<file path="src/rtl/core/evuhp_pkg.sv">
package evuhp_pkg;

  // Frame byte counter and bound
  localparam int unsigned PosW          = 16;
  localparam int unsigned MaxFrameBytes = 16384;

  // Header constants
  localparam logic [15:0] EtypeVlan       = 16'h8100;
  localparam logic [15:0] EtypeIpv4       = 16'h0800;
  localparam logic [7:0]  ProtoUdp        = 8'd17;
  localparam logic [3:0]  IhlMin          = 4'd5;
  localparam logic [15:0] UdpHeaderBytes  = 16'd8;
  localparam logic [15:0] MinPayloadReset = 16'd240;

  // Smallest offset of an accepted payload: Ethernet + minimal IPv4 + UDP
  localparam logic [15:0] MinPayloadOffset = 16'd42;

  // Output tdata width: addresses, ports, offset, length
  localparam int unsigned OutDataW = 128;

  typedef logic [PosW-1:0] pos_t;

  typedef struct packed {
    logic        accepted;
    logic [31:0] source_address;
    logic [31:0] dest_address;
    logic [15:0] source_port;
    logic [15:0] dest_port;
    logic [15:0] payload_offset;
    logic [15:0] payload_length;
  } result_t;

  typedef struct packed {
    logic [7:0] frame_byte;
    logic       last_byte;
  } in_item_t;

endpackage

</file>
<file path="src/rtl/core/evuhp_in_stage.sv">
module evuhp_in_stage (
  input  logic                clk_i,
  input  logic                rst_ni,
  input  logic                req_vld_i,
  output logic                req_rdy_o,
  input  evuhp_pkg::in_item_t req_i,
  input  logic                consume_i,
  output logic                item_vld_o,
  output evuhp_pkg::in_item_t item_o
);

  logic                vld_q;
  evuhp_pkg::in_item_t item_q;

  // Take a new request when empty or when the held one leaves this cycle
  assign req_rdy_o = !vld_q || consume_i;

  always_ff @(posedge clk_i or negedge rst_ni) begin
    if (!rst_ni) begin
      vld_q <= 1'b0;
    end else if (req_vld_i && req_rdy_o) begin
      vld_q <= 1'b1;
    end else if (consume_i) begin
      vld_q <= 1'b0;
    end
  end

  // Hold payload until replaced
  always_ff @(posedge clk_i) begin
    if (req_vld_i && req_rdy_o) begin
      item_q <= req_i;
    end
  end

  assign item_vld_o = vld_q;
  assign item_o     = item_q;

endmodule

</file>
<file path="src/rtl/core/evuhp_parse.sv">
module evuhp_parse (
  input  logic               clk_i,
  input  logic               rst_ni,
  input  logic               take_i,
  input  logic [7:0]         byte_i,
  input  logic               last_i,
  input  logic [15:0]        min_len_i,
  output logic               res_vld_o,
  output evuhp_pkg::result_t res_o
);

  typedef enum logic [2:0] {
    PhEth,
    PhVlan,
    PhIp,
    PhUdp,
    PhPayload,
    PhReject
  } phase_e;

  // Byte places within the headers
  localparam evuhp_pkg::pos_t EtypeHiPos = 16'd12;
  localparam evuhp_pkg::pos_t EtypeLoPos = 16'd13;
  localparam logic [5:0] VlanTypeHi = 6'd2;
  localparam logic [5:0] VlanTypeLo = 6'd3;
  localparam logic [5:0] IpVerIhl   = 6'd0;
  localparam logic [5:0] IpProto    = 6'd9;
  localparam logic [5:0] IpSrcFirst = 6'd12;
  localparam logic [5:0] IpDstFirst = 6'd16;
  localparam logic [5:0] IpDstEnd   = 6'd20;
  localparam logic [5:0] UdpDport   = 6'd2;
  localparam logic [5:0] UdpLen     = 6'd4;
  localparam logic [5:0] UdpLenEnd  = 6'd6;
  localparam logic [5:0] UdpLastHdr = 6'd7;

  phase_e              phase_q, phase_d;
  evuhp_pkg::pos_t     pos_q, pos_d;
  logic [5:0]          sec_q, sec_d;
  logic [7:0]          etype_hi_q, etype_hi_d;
  logic [5:0]          hdr_bytes_q, hdr_bytes_d;
  logic                proto_ok_q, proto_ok_d;
  logic [31:0]         src_addr_q, src_addr_d;
  logic [31:0]         dst_addr_q, dst_addr_d;
  logic [15:0]         src_port_q, src_port_d;
  logic [15:0]         dst_port_q, dst_port_d;
  logic [15:0]         udp_len_q, udp_len_d;
  evuhp_pkg::pos_t     offset_q, offset_d;
  evuhp_pkg::pos_t     rem_q, rem_d;
  logic                in_range;
  logic [15:0]         etype_now;
  logic [15:0]         len_m8;
  logic                pick_rem;
  evuhp_pkg::result_t  res;

  assign in_range  = pos_q < evuhp_pkg::PosW'(evuhp_pkg::MaxFrameBytes);
  assign etype_now = {etype_hi_q, byte_i};

  // Advance the header walk by one byte
  always_comb begin
    phase_d     = phase_q;
    pos_d       = pos_q;
    sec_d       = sec_q;
    etype_hi_d  = etype_hi_q;
    hdr_bytes_d = hdr_bytes_q;
    proto_ok_d  = proto_ok_q;
    src_addr_d  = src_addr_q;
    dst_addr_d  = dst_addr_q;
    src_port_d  = src_port_q;
    dst_port_d  = dst_port_q;
    udp_len_d   = udp_len_q;
    offset_d    = offset_q;
    rem_d       = rem_q;

    if (in_range) begin
      pos_d = pos_q + 1'b1;
      case (phase_q)
        PhEth: begin
          if (pos_q == EtypeHiPos) begin
            etype_hi_d = byte_i;
          end
          if (pos_q == EtypeLoPos) begin
            sec_d   = '0;
            phase_d = (etype_now == evuhp_pkg::EtypeVlan) ? PhVlan :
                      (etype_now == evuhp_pkg::EtypeIpv4) ? PhIp : PhReject;
          end
        end
        PhVlan: begin
          sec_d = sec_q + 1'b1;
          if (sec_q == VlanTypeHi) begin
            etype_hi_d = byte_i;
          end
          if (sec_q == VlanTypeLo) begin
            sec_d   = '0;
            phase_d = (etype_now == evuhp_pkg::EtypeVlan) ? PhVlan :
                      (etype_now == evuhp_pkg::EtypeIpv4) ? PhIp : PhReject;
          end
        end
        PhIp: begin
          sec_d = sec_q + 1'b1;
          if (sec_q == IpVerIhl) begin
            hdr_bytes_d = {byte_i[3:0], 2'b00};
            if (byte_i[3:0] < evuhp_pkg::IhlMin) begin
              phase_d = PhReject;
            end
          end else if (sec_q == IpProto) begin
            proto_ok_d = (byte_i == evuhp_pkg::ProtoUdp);
          end else if (sec_q >= IpSrcFirst && sec_q < IpDstFirst) begin
            src_addr_d = {src_addr_q[23:0], byte_i};
          end else if (sec_q >= IpDstFirst && sec_q < IpDstEnd) begin
            dst_addr_d = {dst_addr_q[23:0], byte_i};
          end
          if (phase_d == PhIp && (sec_q + 1'b1) == hdr_bytes_d) begin
            sec_d   = '0;
            phase_d = PhUdp;
          end
        end
        PhUdp: begin
          sec_d = sec_q + 1'b1;
          if (sec_q < UdpDport) begin
            src_port_d = {src_port_q[7:0], byte_i};
          end else if (sec_q < UdpLen) begin
            dst_port_d = {dst_port_q[7:0], byte_i};
          end else if (sec_q < UdpLenEnd) begin
            udp_len_d = {udp_len_q[7:0], byte_i};
          end
          if (sec_q == UdpLastHdr) begin
            phase_d  = PhPayload;
            offset_d = pos_q + 1'b1;
            rem_d    = '0;
          end
        end
        PhPayload: begin
          rem_d = rem_q + 1'b1;
        end
        default: begin
        end
      endcase
    end
  end

  // Choose payload length: UDP length minus header, else the captured rest
  assign len_m8   = udp_len_q - evuhp_pkg::UdpHeaderBytes;
  assign pick_rem = (udp_len_q < evuhp_pkg::UdpHeaderBytes) ||
                    (len_m8 < min_len_i) || (len_m8 > rem_d);

  always_comb begin
    res = '0;
    if (phase_d == PhPayload && proto_ok_d) begin
      res.accepted       = 1'b1;
      res.source_address = src_addr_d;
      res.dest_address   = dst_addr_d;
      res.source_port    = src_port_d;
      res.dest_port      = dst_port_d;
      res.payload_offset = offset_d;
      res.payload_length = pick_rem ? rem_d : len_m8;
    end
  end

  assign res_vld_o = take_i && last_i;
  assign res_o     = res;

  // Hold per-frame state; clear it after the last byte
  always_ff @(posedge clk_i or negedge rst_ni) begin
    if (!rst_ni) begin
      phase_q     <= PhEth;
      pos_q       <= '0;
      sec_q       <= '0;
      etype_hi_q  <= '0;
      hdr_bytes_q <= '0;
      proto_ok_q  <= 1'b0;
      rem_q       <= '0;
    end else if (take_i) begin
      if (last_i) begin
        phase_q     <= PhEth;
        pos_q       <= '0;
        sec_q       <= '0;
        etype_hi_q  <= '0;
        hdr_bytes_q <= '0;
        proto_ok_q  <= 1'b0;
        rem_q       <= '0;
      end else begin
        phase_q     <= phase_d;
        pos_q       <= pos_d;
        sec_q       <= sec_d;
        etype_hi_q  <= etype_hi_d;
        hdr_bytes_q <= hdr_bytes_d;
        proto_ok_q  <= proto_ok_d;
        rem_q       <= rem_d;
      end
    end
  end

  // Header fields are fully rewritten before any accepted result uses them
  always_ff @(posedge clk_i) begin
    if (take_i) begin
      src_addr_q <= src_addr_d;
      dst_addr_q <= dst_addr_d;
      src_port_q <= src_port_d;
      dst_port_q <= dst_port_d;
      udp_len_q  <= udp_len_d;
      offset_q   <= offset_d;
    end
  end

endmodule

</file>
<file path="src/rtl/core/evuhp_out_stage.sv">
module evuhp_out_stage (
  input  logic               clk_i,
  input  logic               rst_ni,
  input  logic               res_vld_i,
  input  evuhp_pkg::result_t res_i,
  output logic               free_o,
  output logic               out_vld_o,
  input  logic               out_rdy_i,
  output evuhp_pkg::result_t out_o
);

  logic               vld_q;
  evuhp_pkg::result_t res_q;

  // Slot is free when empty or drained this cycle
  assign free_o = !vld_q || out_rdy_i;

  always_ff @(posedge clk_i or negedge rst_ni) begin
    if (!rst_ni) begin
      vld_q <= 1'b0;
    end else if (res_vld_i) begin
      vld_q <= 1'b1;
    end else if (out_rdy_i) begin
      vld_q <= 1'b0;
    end
  end

  always_ff @(posedge clk_i) begin
    if (res_vld_i) begin
      res_q <= res_i;
    end
  end

  assign out_vld_o = vld_q;
  assign out_o     = res_q;

endmodule

</file>
<file path="src/rtl/core/eth_vlan_ipv4_udp_header_parser_unit.sv">
// Ethernet/VLAN/IPv4/UDP header parser. Feed a captured frame one byte per
// request on the slave stream, starting at the destination MAC, with tlast on
// the final byte. Any number of stacked 0x8100 tags are skipped; the frame is
// accepted only as IPv4 with IHL of at least 5, protocol 17 and a complete UDP
// header. Each frame yields exactly one result request on the master stream,
// in the cycle after its last byte is processed: tuser is the accept flag,
// tdata the addresses, ports, payload offset and payload length (all zero on
// reject). Throughput is one byte per clock, the header state being updated
// between the input register and the result register; a stalled result only
// blocks the next frame's last byte. Bytes past 16384 are not counted.
// cfg_wdata_i is written when cfg_we_i is high and sets the minimum payload
// length (reset 240), sampled when the last byte of a frame is processed.
module eth_vlan_ipv4_udp_header_parser_unit (
  input  logic                               clk_i,
  input  logic                               rst_ni,
  input  logic                               s_axis_tvalid,
  output logic                               s_axis_tready,
  input  logic [7:0]                         s_axis_tdata,  // frame_byte
  input  logic                               s_axis_tlast,  // last_byte
  output logic                               m_axis_tvalid,
  input  logic                               m_axis_tready,
  // source_address, dest_address, source_port, dest_port, payload_offset,
  // payload_length (lowest bits first)
  output logic [evuhp_pkg::OutDataW-1:0]     m_axis_tdata,
  output logic                               m_axis_tuser,  // accepted
  input  logic                               cfg_we_i,
  input  logic [15:0]                        cfg_wdata_i
);

  evuhp_pkg::in_item_t req;
  evuhp_pkg::in_item_t item;
  evuhp_pkg::result_t  res;
  evuhp_pkg::result_t  out;
  logic                item_vld;
  logic                consume;
  logic                out_free;
  logic                res_vld;
  logic [15:0]         min_len_q;

  // Configuration register
  always_ff @(posedge clk_i or negedge rst_ni) begin
    if (!rst_ni) begin
      min_len_q <= evuhp_pkg::MinPayloadReset;
    end else if (cfg_we_i) begin
      min_len_q <= cfg_wdata_i;
    end
  end

  assign req.frame_byte = s_axis_tdata;
  assign req.last_byte  = s_axis_tlast;

  evuhp_in_stage u_in (
    .clk_i      (clk_i),
    .rst_ni     (rst_ni),
    .req_vld_i  (s_axis_tvalid),
    .req_rdy_o  (s_axis_tready),
    .req_i      (req),
    .consume_i  (consume),
    .item_vld_o (item_vld),
    .item_o     (item)
  );

  // Process a byte unless it ends a frame while the result slot is full
  assign consume = item_vld && (!item.last_byte || out_free);

  evuhp_parse u_parse (
    .clk_i     (clk_i),
    .rst_ni    (rst_ni),
    .take_i    (consume),
    .byte_i    (item.frame_byte),
    .last_i    (item.last_byte),
    .min_len_i (min_len_q),
    .res_vld_o (res_vld),
    .res_o     (res)
  );

  evuhp_out_stage u_out (
    .clk_i     (clk_i),
    .rst_ni    (rst_ni),
    .res_vld_i (res_vld),
    .res_i     (res),
    .free_o    (out_free),
    .out_vld_o (m_axis_tvalid),
    .out_rdy_i (m_axis_tready),
    .out_o     (out)
  );

  assign m_axis_tuser = out.accepted;
  assign m_axis_tdata = {out.payload_length, out.payload_offset, out.dest_port,
                         out.source_port, out.dest_address, out.source_address};

  // A pending result is never overwritten
  a_no_overwrite: assert property (@(posedge clk_i) disable iff (!rst_ni)
    (m_axis_tvalid && !m_axis_tready) |-> !res_vld)
    else $error("pending result overwritten");

  // A rejected frame reports all-zero fields
  a_reject_zero: assert property (@(posedge clk_i) disable iff (!rst_ni)
    (m_axis_tvalid && !m_axis_tuser) |-> (m_axis_tdata == '0))
    else $error("rejected result carries data");

  // An accepted payload starts after minimal Ethernet, IPv4 and UDP headers
  a_min_offset: assert property (@(posedge clk_i) disable iff (!rst_ni)
    (m_axis_tvalid && m_axis_tuser) |-> (out.payload_offset >= evuhp_pkg::MinPayloadOffset))
    else $error("payload offset below header size");

  // An empty input register always takes a request
  a_ready_empty: assert property (@(posedge clk_i) disable iff (!rst_ni)
    !item_vld |-> s_axis_tready)
    else $error("input stalled while empty");

endmodule

</file>
<file path="config.mk">
export PLATFORM = sky130hd
export DESIGN_NAME = eth_vlan_ipv4_udp_header_parser_unit
export DESIGN_NICKNAME = d
export VERILOG_FILES = /design/src/rtl/core/evuhp_pkg.sv /design/src/rtl/core/evuhp_in_stage.sv /design/src/rtl/core/evuhp_parse.sv /design/src/rtl/core/evuhp_out_stage.sv /design/src/rtl/core/eth_vlan_ipv4_udp_header_parser_unit.sv
export SDC_FILE = /design/constraint.sdc
export NUM_CORES = 1
export LEC_CHECK = 0
export BUFFER_PORTS_ARGS = -buffer_cell sky130_fd_sc_hd__buf_2
export CORE_ASPECT_RATIO = 1.5
export CORE_MARGIN = 3
export CORE_UTILIZATION = 35
export DETAILED_ROUTE_END_ITERATION = 8
export PLACE_DENSITY = 0.56
export REMOVE_ABC_BUFFERS = 1
export SLEW_MARGIN = 20
export SYNTH_ARGS = -nofsm -noshare
export SYNTH_HDL_FRONTEND = slang
export SYNTH_SLANG_ARGS = --single-unit
</file>
<file path="constraint.sdc">
create_clock -name clk_i -period 12.44 [get_ports clk_i]
set_input_delay 2.488 -clock clk_i [delete_from_list [all_inputs] [get_ports clk_i]]
set_output_delay 2.488 -clock clk_i [all_outputs]
set_load 0.05 [all_outputs]
</file>
* Word level (Yosys, flattened, before mapping) *
Cells that the tools add are included.

cells by class
  $add $sub $neg = 4
  order comparisons = 12
  eq/ne operators = 19
  multiplexer cells = 68
  bitwise logic cells = 2
  reduce and logical (&&, ||, !) cells = 28

operators with widths
  kind                   count
  $mux 32                11
  $mux 16                16
  $mux 129               1
  $mux 6                 11
  $mux 3                 12
  $add 16x1->16 const B  2
  $eq 16x4->1 const B    2
  $mux 8                 4
  $pmux 16 s2            1
  $pmux 6 s4             1
  $eq 16x12->1 const B   1
  $eq 16x16->1 const B   1
  $gt 16x16->1           1
  $lt 16x15->1 const B   1
  $lt 16x16->1           1
  $lt 16x4->1 const B    1
  $pmux 8 s2             1
  $sub 16x4->16 const B  1
  $eq 6x2->1 const B     2
  $lt 6x3->1 const B     2
  $lt 6x5->1 const B     2
  $pmux 3 s4             1
  $eq 3x2->1 const B     3
  $mux 1                 9
  26 further kinds       45

word-level totals
  register bits = 340
  input bits = 30
  word-level logic and storage cells = 158

* Longest topological paths before layout *
Gate-level depths: netlist (run 1).

  depth in word-level cells = 13
  mapped depth = 19

* Modules after synthesis *
Synthesis (run 1) repeated with hierarchy kept, for this count alone.

second synthesis, totals
  cell total of the unflattened synthesis = 1172
  area, all modules = 15710.1 um2

modules (own cells, without submodules)
  module                                instances  cells each  area each (um2)
  evuhp_parse                           1          991         10799.1
  evuhp_out_stage                       1          132         3921.3
  eth_vlan_ipv4_udp_header_parser_unit  1          36          665.6
  evuhp_in_stage                        1          13          324.1

* Worst setup path before layout (run 1) *
Ideal clock, no wire load.

  path kind = input -> register
  from = input port m_axis_tready
  to = register u_out.res_q (netlist bit u_out.out_o[0]), enable pin
  library setup time = 0.795 ns
  arrival time = 7.409 ns
  data required time = 11.645 ns
  slack = 4.236 ns
  stages on the path = 5
  path buffers = 0
  cells stage by stage = nand3b_1 nand2_1 clkinv_1 nand2_1 inv_1

on the way
  cells in the longest elaborated chain, start to end = 4

RTL lines
  item                  line                                        RTL
  start, declared       eth_vlan_ipv4_udp_header_parser_unit.sv:21  input logic m_axis_tready,
  $logic_or 1x1->1      evuhp_out_stage.sv:16                       assign free_o = !vld_q || out_rdy_i;
  $logic_or 1x1->1      eth_vlan_ipv4_udp_header_parser_unit.sv:64  assign consume = item_vld && (!item.last_byte || out_free);
  $logic_and 1x1->1     eth_vlan_ipv4_udp_header_parser_unit.sv:64
  named net consume     eth_vlan_ipv4_udp_header_parser_unit.sv:35  logic consume;
  $logic_and 1x1->1     evuhp_parse.sv:159                          assign res_vld_o = take_i && last_i;
  named net res_vld     eth_vlan_ipv4_udp_header_parser_unit.sv:37  logic res_vld;
  end signal, assigned  evuhp_out_stage.sv:30                       res_q <= res_i;
  end, declared         evuhp_out_stage.sv:13                       evuhp_pkg::result_t res_q;

The timed path passes the listed nets, and every way through them passes these cells.
A chain may end at the register's enable or synchronous reset.

* Worst setup path after layout (run 1) *
  from = input port m_axis_tready
  to = output port s_axis_tready

on the way
  cells in the longest elaborated chain, start to end = 4

RTL lines
  item               line                                        RTL
  $logic_or 1x1->1   evuhp_out_stage.sv:16
  $logic_or 1x1->1   eth_vlan_ipv4_udp_header_parser_unit.sv:64
  $logic_and 1x1->1  eth_vlan_ipv4_udp_header_parser_unit.sv:64
  $logic_or 1x1->1   evuhp_in_stage.sv:16                        assign req_rdy_o = !vld_q || consume_i;
  end, declared      eth_vlan_ipv4_udp_header_parser_unit.sv:17  output logic s_axis_tready,

Every way passes these cells.

==> qor.txt, run 1 <==
Largest net degree at the start of global routing: 84
Reg-to-reg endpoint: u_out.out_o[12]
PwrDens: 144 mW/mm²
Final hold vios: 0
Lkg Pwr: 6.78 nW
Horiz. Die Dim: 179 µm
FFs w/ async S/R, synth: 21.8%
WP data arrival: 3230 ps
Slowest CP cell: buf_2
Critical-path cell list: buf_2 > nand4b_1 > buf_2
Setup ws final: 6720 ps
Via Count: 10300
Vias in the first global route: 10200
Main synth FF type: edfxtp_1
Slew Viols, Final: 0
Routed WL: 36800 µm
# H-tree levels: 2
CP max stage delay: 320 ps
First-pass GRT wire length: 57200 µm
Yosys reg bits: 340
Die H: 266 µm
Total track usage: 15.2%
CTS tree: yes
GPL Wtd Cong: 0.843
Clock-pin slew on the worst setup and hold paths: 70 ps
Status: complete, no violations
Buffers from clock root to sink, at most: 3
First-pass detailed-route iteration total: 5
Pre-CTS WS: 6740 ps
Most common cell after layout, fill and taps aside: edfxtp_1
Fmax: 175 MHz
Overflow left after global routing: 0
Area grow syn2layout: 16.2%
Commonest non-fill, non-tap cells in the layout: edfxtp_1 (266), buf_2 (160), nand2_1 (145), o21ai_0 (107), nor2b_1 (98)
TritonCTS buffer count: 36
# Post-CTS Setup Buffers: 0
CP Max Fanout: 3
R2R Setup Slk: 7500 ps
Vias/cell: 5.07
Iteration-0 DRC Markers: 515
Final ANT Viol Nets: 0
Number of synthesized flops with an enable pin: 266
Crit path launch type: input port
# DRC: 0
DP Wirelength: 24500 µm
Req. time, crit path: 9950 ps
Worst Hold Class: register to register
Dpl cell area: 0.0171 mm²
Slew Limit Headroom: 27.6%
Cts repair resizes: 0
Max-Cap Viols: 0
Synth unique cells: 75
Row Count: 94
CTS sink count: 340
Setup-failing EPs final: 0
Worst vdd ir: 0.0000765 V
Cell repeated most along the worst path: buf_2
Clk root buf: clkbuf_16
Skew-Pair Late Insertion Delay: 530 ps
Fin crit period: 5720 ps
Ys Warns: 0
Worst clock skew: 17.3 ps
N_diodes: 0
Fin nets: 1485
Cell area after layout: 0.0183 mm²
Syn Area/Cell: 12.3 µm²
Period utilization: 46.0%
Total I/O pin count: 161
RSZ-0062 raised after global routing: false
Buffers on Ports: 160
Seq/Total Area, Yosys: 62.5%
Crit. Startpoint: m_axis_tready
Total core area: 0.0442 mm²
Synthesized area: 0.0158 mm²
Crit path kind: input port to output pin
Slew @ Worst Pin: 1090 ps
Crit path to: s_axis_tready
Gate count of the mapped netlist: 1276
Setup crit end kind: output pin
Hold path depth: 0
Die area: 0.0477 mm²
Initial Util: 35.6%
Hold buffers post-CTS: 0
WL/cell: 18.2 µm
Share of post-route cells with drive strength above 1: 23.3%
Setup TNS: 0 ps
Antenna violations before repair: 0
FF-to-FF path depth: 14
Crit Reg-Reg Startpoint: u_parse.sec_q[1]
[worst min path at each step]
stage,to,slack (ps),startpoint
CTS,u_parse.udp_len_q[12],490,u_parse.udp_len_q[4]
floorplan,u_parse.udp_len_q[8],440,u_parse.udp_len_q[0]
global route,u_parse.udp_len_q[12],510,u_parse.udp_len_q[4]
global placement,u_parse.proto_ok_q,470,u_parse.proto_ok_q
detailed placement,u_parse.proto_ok_q,470,u_parse.proto_ok_q
finish,u_parse.udp_len_q[12],490,u_parse.udp_len_q[4]
[metrics by stage]
step / std cells / hold slack [ps] / utilization [%] / power [mW]
after global routing: 2023 / 514 / 41.4 / 2.73
after global placement: 1958 / 467 / 38.6 / 1.55
after floorplan: 1211 / 441 / - / 1.48
after CTS: 2023 / 487 / 41.4 / 2.67
final: 2023 / 488 / 41.4 / 2.63
after detailed placement: 1958 / 475 / 38.6 / 1.55
[registers in the layout, summed over array words and instances (netlist names), 6 cells and up]
| register | cells |
|---|---|
| u_parse.dst_port_q | 16 |
| u_parse.src_addr_q | 32 |
| u_in.item_o | 9 |
| u_parse.rem_q | 16 |
| u_parse.sec_q | 6 |
| u_out.out_o | 129 |
| u_parse.pos_q | 16 |
| u_parse.etype_hi_q | 8 |
| u_parse.offset_q | 16 |
| u_parse.udp_len_q | 16 |
| u_parse.dst_addr_q | 32 |
| u_parse.hdr_bytes_q | 6 |
| u_parse.src_port_q | 16 |
| min_len_q | 16 |
[per-layer routing]
| metal | track usage [%] | share of wire [%] | vias to the layer above |
|---|---|---|---|
| li1 | - | - | 4953 |
| met1 | 19.3 | 41 | 4974 |
| met2 | 26.4 | 51 | 258 |
| met3 | 2.02 | 4.3 | 65 |
| met4 | 5.08 | 3.1 | 0 |
| met5 | 0 | 0 | - |
[logic make-up after synthesis]
logic type	after synthesis	share of synthesized area [%]
AO/OA/AOI/OAI	245	9.62
XOR/XNOR	34	1.89
adder cells (fa/ha/maj)	36	2.84
buffers and inverters	112	3.10
flip-flops	340	62.5
multiplexers	84	5.96
AND/OR/NAND/NOR	425	14.1
[area by class of cell]
type | count | area [µm²]
clock buffers | 44 | 992
clock inverters | 21 | 230
fillers | 4252 | 25900
inverters | 47 | 184
multi-input cells | 824 | 5440
flip-flops and latches | 340 | 9840
well taps | 576 | 721
repair buffers | 171 | 891
[power by group]
group          switching [mW]  internal, mW
Sequential             0.0322          1.28
Combinational           0.157        0.0561
Clock                   0.450         0.656
[worst max-delay path, delay by kind of cell]
family | cells | cell delay [ps]
buffers and inverters | 2 | 430
and+or+nand+nor | 1 | 300
[synth_stat cells (all sizes together) (2+ instances only)]
cell | n | share of area [%]
a211o | 2 | 0.11
a211oi | 9 | 0.43
a21boi | 5 | 0.24
a21o | 10 | 0.49
a21oi | 50 | 1.6
a221o | 2 | 0.13
a221oi | 7 | 0.39
a22o | 11 | 0.62
a311oi | 3 | 0.17
a31oi | 6 | 0.24
and2 | 7 | 0.29
and3 | 17 | 0.67
and4 | 6 | 0.33
buf | 6 | 0.25
clkbuf | 59 | 1.7
dfrtp | 70 | 11
dfstp | 4 | 0.67
edfxtp | 266 | 51
ha | 35 | 2.8
inv | 46 | 1.1
mux2 | 75 | 5.4
mux2i | 9 | 0.60
nand2 | 147 | 3.5
nand2b | 8 | 0.32
nand3 | 24 | 0.76
nand3b | 3 | 0.14
nand4 | 8 | 0.32
nand4b | 3 | 0.17
nor2 | 48 | 1.2
nor2b | 98 | 3.9
nor3 | 17 | 0.61
nor3b | 6 | 0.32
nor4 | 12 | 0.48
o211a | 2 | 0.13
o211ai | 4 | 0.19
o21a | 2 | 0.095
o21ai | 109 | 3.5
o31ai | 7 | 0.33
o41ai | 8 | 0.44
or2 | 3 | 0.12
or3 | 7 | 0.29
or3b | 4 | 0.22
or4b | 3 | 0.24
xnor2 | 22 | 1.2
xor2 | 12 | 0.67
Power figures use the tool's default switching activity.
==> inputs of run 2 (changes only) <==
--- a/config.mk
+++ b/config.mk
@@ -5,12 +5,13 @@
 export SDC_FILE = /design/constraint.sdc
 export NUM_CORES = 1
 export LEC_CHECK = 0
+export ABC_AREA = 1
 export BUFFER_PORTS_ARGS = -buffer_cell sky130_fd_sc_hd__buf_2
 export CORE_ASPECT_RATIO = 1.5
 export CORE_MARGIN = 3
 export CORE_UTILIZATION = 35
 export DETAILED_ROUTE_END_ITERATION = 8
-export PLACE_DENSITY = 0.56
+export PLACE_DENSITY = 0.58
 export REMOVE_ABC_BUFFERS = 1
 export SLEW_MARGIN = 20
 export SYNTH_ARGS = -nofsm -noshare
==> constraint.sdc (replaced) <==
create_clock -name clk_i -period 5.2 [get_ports clk_i]
set_input_delay 1.04 -clock clk_i [delete_from_list [all_inputs] [get_ports clk_i]]
set_output_delay 1.04 -clock clk_i [all_outputs]
set_load 0.05 [all_outputs]
==> run 2 against run 1 <==
  * Total power rose to 2.5 times the previous value
  * Core utilization is 0.30 points lower
  * Clock power up 140%
==> qor.txt, run 2 <==
Status: complete, no violations
Buffers from clock root to sink, at most: 3 (unchanged)
Cts repair resizes: 0 (unchanged)
Fmax: 255 MHz
Post-synth top area share: 48.2% (-2.5 points)
Lkg Pwr: 8.44 nW (+24%)
DP Wirelength: 26700 µm (+8.7%)
Ys Warns: 0 (unchanged)
Synth unique cells: 51 (-32%)
WP data arrival: 4190 ps (+960 ps)
Clock power frac: 40.7% (-1.4 points)
Commonest cells in the netlist: inv_1 (340), nand2_1 (284), edfxtp_1 (266)
Total track usage: 15.2% (+0.089 points)
Int Power: 4.94 mW (+150%)
Logic pwr share: 10.6% (+2.5 points)
Via Count: 11200 (+9.6%)
Hold WS: 485 ps (-3.10 ps)
Syn Area/Cell: 10.1 µm² (-18%)
RSZ-0062 raised after global routing: false
Main synth FF type: edfxtp_1
First-pass detailed-route iteration total: 5 (unchanged)
Yosys reg bits: 340 (unchanged)
Fin nets: 1865 (+26%)
Largest net degree at the start of global routing: 73 (-13%)
WL/cell: 15.9 µm (-12%)
Vias/cell: 4.64 (-8.5%)
Placed cell count: 2356 (+20%)
Slew @ Worst Pin: 975 ps (-111 ps)
Slew Viols, Final: 0 (unchanged)
Antenna violations before repair: 0 (unchanged)
Period utilization: 75.4%
Synthesized area: 0.0166 mm² (+5.3%)
Share of post-route cells with drive strength above 1: 19.3% (-4.0 points)
Worst vdd ir: 0.000216 V (+180%)
Switching fraction of total power: 25.5% (+1.2 points)
Horiz. Die Dim: 184 µm (+2.5%)
Overflow left after global routing: 0 (unchanged)
Routed WL: 38600 µm (+4.9%)
Seq/Total Area, Yosys: 59.3% (-3.1 points)
Row Count: 97 (+3.2%)
Dpl cell area: 0.0179 mm² (+5.1%)
Crit Reg-Reg Startpoint: u_parse.udp_len_q[3]
Max-Cap Viols: 0 (unchanged)
Area grow syn2layout: 15.8%
Crit path kind: register to register
Count leader, synth: inv_1
HP Start: u_parse.udp_len_q[3]
Crit. Startpoint: u_parse.udp_len_q[3]
GPL Wtd Cong: 0.889 (+5.5%)
Total core area: 0.0467 mm² (+5.7%)
Final ANT Viol Nets: 0 (unchanged)
Largest register FFs: 129 (unchanged)
Most common cell after layout, fill and taps aside: inv_1
Skew-Pair Late Insertion Delay: 540 ps (about the same)
Hold buffers post-CTS: 0 (unchanged)
Worst clock skew: 22.9 ps (+5.59 ps)
FFs w/ async S/R, synth: 21.8% (unchanged)
Synth area leader: edfxtp_1
Vias in the first global route: 11200 (+9.8%)
First-pass GRT wire length: 60400 µm (+5.5%)
Cell area after layout: 0.0192 mm² (+4.9%)
Net Sw Power: 1.69 mW (+160%)
CTS sink count: 340 (unchanged)
TritonCTS buffer count: 36 (unchanged)
# DRC: 0 (unchanged)
Clock-pin slew on the worst setup and hold paths: 60 ps (about the same)
Fin crit period: 3920 ps
# H-tree levels: 2 (unchanged)
Buffers on Ports: 160 (unchanged)
Synth area leaders: edfxtp_1 (48%), dfrtp_1 (11%), inv_1 (7.7%), nand2_1 (6.4%), nor2_4 (5.5%)
Final hold vios: 0 (unchanged)
Sequential power share: 48.6% (-1.2 points)
Commonest non-fill, non-tap cells in the layout: inv_1 (338), nand2_1 (283), edfxtp_1 (266), o21ai_0 (169), buf_2 (160)
Die H: 273 µm (+2.5%)
# Post-CTS Setup Buffers: 0 (unchanged)
Post-Layout Cell Count: 2422 (+20%)
Slew Limit Headroom: 35.0% (+7.4 points)
CTS tree: yes
Setup-failing EPs final: 0 (unchanged)
PwrDens: 345 mW/mm² (+140%)
N_diodes: 0 (unchanged)
Initial Util: 35.5% (-0.13 points)
Crit path launch type: register
Worst Hold Class: register to register
Setup crit end kind: register
Clk root buf: clkbuf_16
Gate count of the mapped netlist: 1637 (+28%)
Number of synthesized flops with an enable pin: 266 (unchanged)
CP Max Fanout: 18 (+15)
Iteration-0 DRC Markers: 694 (+35%)
Die area: 0.0501 mm² (+5.1%)
Req. time, crit path: 5470 ps (-4480 ps)
Total I/O pin count: 161 (unchanged)
==> run 2: power groups by stage <==
stage	clock network [mW]	logic [mW]	registers, mW
4_1_cts	2.78	0.710	3.23
5_1_grt	2.88	0.782	3.24
6_report	2.70	0.705	3.22
2_1_floorplan	0	0.357	3.42
3_5_place_dp	0	0.706	3.28
3_3_place_gp	0	0.689	3.27
==> run 2: cell families (layout without fill, tap and decap cells) <==
logic type	count (synthesis)	after routing	synth area share, %
adders and majority gates	35	35	2.64
and+or+nand+nor	580	580	18.2
DFF	340	340	59.3
xor gates and xnor gates	24	24	1.27
buffers and inverters	394	585	9.83
muxes	1	1	0.0679
AOI/OAI and AO/OA	263	263	8.68
==> run 2: final timing paths <==
path	end	slack (ps)	cells past startpoint
worst min-delay path	u_parse.udp_len_q[11]	480	0
max in group asynchronous	u_parse.pos_q[3]	3530	2
worst min register to register	u_parse.udp_len_q[11]	480	0
min in group asynchronous	min_len_q[0]	540	1
worst max register to register	u_out.out_o[6]	1280	17
worst max-delay path	u_out.out_o[6]	1280	17
==> run 2: critical path, cell delays in order, from the launching register on <==
cell      delay, ps
edfxtp_1        400
inv_1           190
ha_1            210
nor3b_1         320
nand2_1         150
nor3_1          250
nand3_1         160
nor3_1          200
xor2_1          290
ha_1            190
nand2_1          70
nor2_1          150
o211ai_1        110
a21oi_1         420
buf_4           320
nand3_1         110
nand2_1          90
nor2_1           50
==> run 2: metrics by stage <==
step                      setup TNS [ps]  power [mW]  setup slack, ps  util (%)
final                                  0        6.62             1280      41.1
after global routing                   0        6.90              701      41.1
after CTS                              0        6.71             1230      41.1
after detailed placement               0        3.99             1260      38.4
after global placement                 0        3.96             1390      38.4
after floorplan                  -329610        3.78            -2770         -
==> run 2: per-layer routing <==
layer	global-route usage, %	share of wire [%]	routed length (µm)	vias up
met5	0	0	0	-
met4	5.26	3.1	1180	0
met3	1.94	2.8	1100	63
met2	28.4	53	20500	193
met1	17.9	41	15800	5321
li1	-	-	-	5655
==> run 2: area by class of cell <==
cell class	instances	area [µm²]
fillers	4559	27500
flip-flops and latches	340	9840
multi-input cells	903	5140
inverters	345	1310
clock buffers	46	1010
repair buffers	174	918
well taps	594	743
clock inverters	20	235
==> inputs of run 3 (changes only) <==
--- a/config.mk
+++ b/config.mk
@@ -5,13 +5,13 @@
 export SDC_FILE = /design/constraint.sdc
 export NUM_CORES = 1
 export LEC_CHECK = 0
-export ABC_AREA = 1
+export ABC_AREA = 0
 export BUFFER_PORTS_ARGS = -buffer_cell sky130_fd_sc_hd__buf_2
 export CORE_ASPECT_RATIO = 1.5
 export CORE_MARGIN = 3
 export CORE_UTILIZATION = 35
 export DETAILED_ROUTE_END_ITERATION = 8
-export PLACE_DENSITY = 0.58
+export PLACE_DENSITY = 0.56
 export REMOVE_ABC_BUFFERS = 1
 export SLEW_MARGIN = 20
 export SYNTH_ARGS = -nofsm -noshare
==> constraint.sdc (replaced) <==
create_clock -name clk_i -period 3.69 [get_ports clk_i]
set_input_delay 0.738 -clock clk_i [delete_from_list [all_inputs] [get_ports clk_i]]
set_output_delay 0.738 -clock clk_i [all_outputs]
set_load 0.05 [all_outputs]
==> run 3 against run 2 <==
  * The flow now finishes with violations (setup timing)
  * Cell count fell by 11%
  * Die area down 4.9%
  * Hold slack got worse by 210 ps
  * Total power rose by 32%
  * Clock skew down 7.5 ps
  * Critical path type unchanged
  * Critical endpoint is now u_out.out_o[1]
  * Largest power group unchanged
==> qor.txt, run 3 (synthesized netlist as in run 1, its figures left out) <==
Vias/cell: 5.04 (+8.6%)
Area grow syn2layout: 23.8%
Commonest non-fill, non-tap cells in the layout: edfxtp_1 (266), buf_2 (160), nand2_1 (144), buf_4 (130), o21ai_0 (104)
Crit path kind: register to register
# fillers: 4194 (-8.0%)
Setup crit end kind: register
Skew-Pair Late Insertion Delay: 540 ps (about the same)
Slew @ Worst Pin: 775 ps (-200 ps)
Register area: 0.00984 mm² (unchanged)
WP data arrival: 4140 ps (-50 ps)
Fin crit period: 3870 ps (-51.5 ps)
Req. time, crit path: 3960 ps (-1510 ps)
Slew Viols, Final: 0 (unchanged)
# DRC: 0 (unchanged)
Fmax: 258 MHz (+1.3%)
Clock-pin slew on the worst setup and hold paths: 60 ps (about the same)
Largest net degree at the start of global routing: 88 (+21%)
WL/cell: 18.8 µm (+18%)
# H-tree levels: 2 (unchanged)
CP Max Fanout: 7 (-11)
Setup ws final: -179 ps (-1460 ps)
Row Count: 94 (-3.1%)
Hold buffers post-CTS: 0 (unchanged)
Final Core Density: 44.1% (+3.0 points)
Most common cell after layout, fill and taps aside: edfxtp_1
CTS sink count: 340 (unchanged)
Antenna violations before repair: 3 (+3)
Buffers from clock root to sink, at most: 3 (unchanged)
Largest register FFs: 129 (unchanged)
Initial Util: 35.6% (+0.13 points)
Hold WS: 277 ps (-207 ps)
Die area: 0.0477 mm² (-4.9%)
Overflow left after global routing: 0 (unchanged)
Clk root buf: clkbuf_16
DP Wirelength: 28100 µm (+5.6%)
Worst Hold Class: input port to async pin
Dpl cell area: 0.0181 mm² (+0.64%)
Crit path buf inv count: 0 (-2)
GPL Wtd Cong: 0.891 (+0.17%)
Max-Cap Viols: 0 (unchanged)
Status: complete, but fails checks
N_diodes: 0 (unchanged)
Final ANT Viol Nets: 0 (unchanged)
Slowest CP cell: or4b_4
Horiz. Die Dim: 179 µm (-2.5%)
Routed WL: 40500 µm (+4.9%)
Cell repeated most along the worst path: a221o_1
Critical-path cell list: ha_2 > or4b_4 > nor2_4 > o21ai_4 > a21oi_2 > ha_1 > and4_1 > a221o_1 > a221o_1 > a211oi_2 > o31ai_4 > a21o_2 > nor3_1 > a211oi_1
Vias in the first global route: 11100 (-1.3%)
Share of post-route cells with drive strength above 1: 31.8% (+13 points)
Area occupied by multi-input gates: 0.00568 mm² (+10%)
Total core area: 0.0442 mm² (-5.4%)
Period utilization: 105% (+29 points)
Setup-failing EPs final: 16 (+16)
CP top delay family: compound AO/OA/AOI/OAI gates
CTS tree: yes
CP max stage delay: 490 ps (+70 ps)
Worst vdd ir: 0.000450 V (+110%)
Total track usage: 16.7% (+1.4 points)
Slew Limit Headroom: 48.3% (+13 points)
Failing checks: setup timing
Post-Layout Cell Count: 2150 (-11%)
Worst clock skew: 15.4 ps (-7.50 ps)
Placed cell count: 2080 (-12%)
Lkg Pwr: 7.43 nW (-12%)
First-pass detailed-route iteration total: 5 (unchanged)
Iteration-0 DRC Markers: 556 (-20%)
Buffers on Ports: 160 (unchanged)
First-pass GRT wire length: 62600 µm (+3.6%)
Pre-CTS WS: -202 ps (-1460 ps)
PwrDens: 448 mW/mm² (+30%)
Crit path launch type: register
Cell area after layout: 0.0195 mm² (+1.6%)
Fin nets: 1613 (-14%)
Die H: 266 µm (-2.5%)
Via Count: 10800 (-3.6%)
Total I/O pin count: 161 (unchanged)
Final hold vios: 0 (unchanged)
RSZ-0062 raised after global routing: true
TritonCTS buffer count: 35 (-2.8%)
## run 3: power by group
group          internal (mW)  switching, mW  total, mW
combinational          0.226          0.582      0.808
clock                   2.05           1.51       3.55
sequential              4.31         0.0768       4.39
## run 3: worst paths after layout
path	start	to	slack, ps	cells past startpoint
min reg2reg	u_parse.udp_len_q[4]	u_parse.udp_len_q[12]	480	0
max	u_parse.sec_q[1]	u_out.out_o[1]	-180	14
max reg2reg	u_parse.sec_q[1]	u_out.out_o[1]	-180	14
max in group asynchronous	rst_ni	u_parse.etype_hi_q[4]	2560	2
min in group clk_i	s_axis_tdata[5]	u_in.item_o[6]	380	1
min	rst_ni	u_parse.rem_q[12]	280	1
## run 3: layout make-up
type | instances | area share [%]
multi-input combinational | 824 | 29.1
clock inverter | 15 | 0.962
sequential | 340 | 50.5
inverter | 47 | 0.943
clock buffer | 48 | 4.90
timing repair buffer | 300 | 9.95
tap | 576 | 3.69
## run 3: worst reg2reg max path, stage by stage, from the launching register on
cell	delay [ps]
dfrtp_1	360
ha_2	180
or4b_4	490
nor2_4	140
o21ai_4	110
a21oi_2	160
ha_1	270
and4_1	220
a221o_1	310
a221o_1	300
a211oi_2	290
o31ai_4	110
a21o_2	250
nor3_1	310
a211oi_1	90
## run 3: repair_timing
action / 4_1_cts / 5_1_grt
gates cloned: 0 / 1
hold endpoints to repair: 0 / 0
gates resized for setup: 12 / 52
endpoints found under the setup margin: 16 / 47
buffers inserted: 2 / 4
pin swaps: 2 / 25
## run 3: metrics by stage
stage          power [mW]  setup TNS (ps)
2_1_floorplan        4.99         -942430
3_3_place_gp         5.26            -622
3_5_place_dp         5.27           -2060
4_1_cts              8.88            -975
5_1_grt              9.11           -4650
6_report             8.75           -1590
## run 3: metal layers
metal	vias to the layer above	global-route usage, %	share of wire, %
met5	-	0	0.052
met1	5257	20.3	40
met4	4	6.55	3.9
met2	280	29.4	51
li1	5198	-	-
met3	93	2.72	4.8
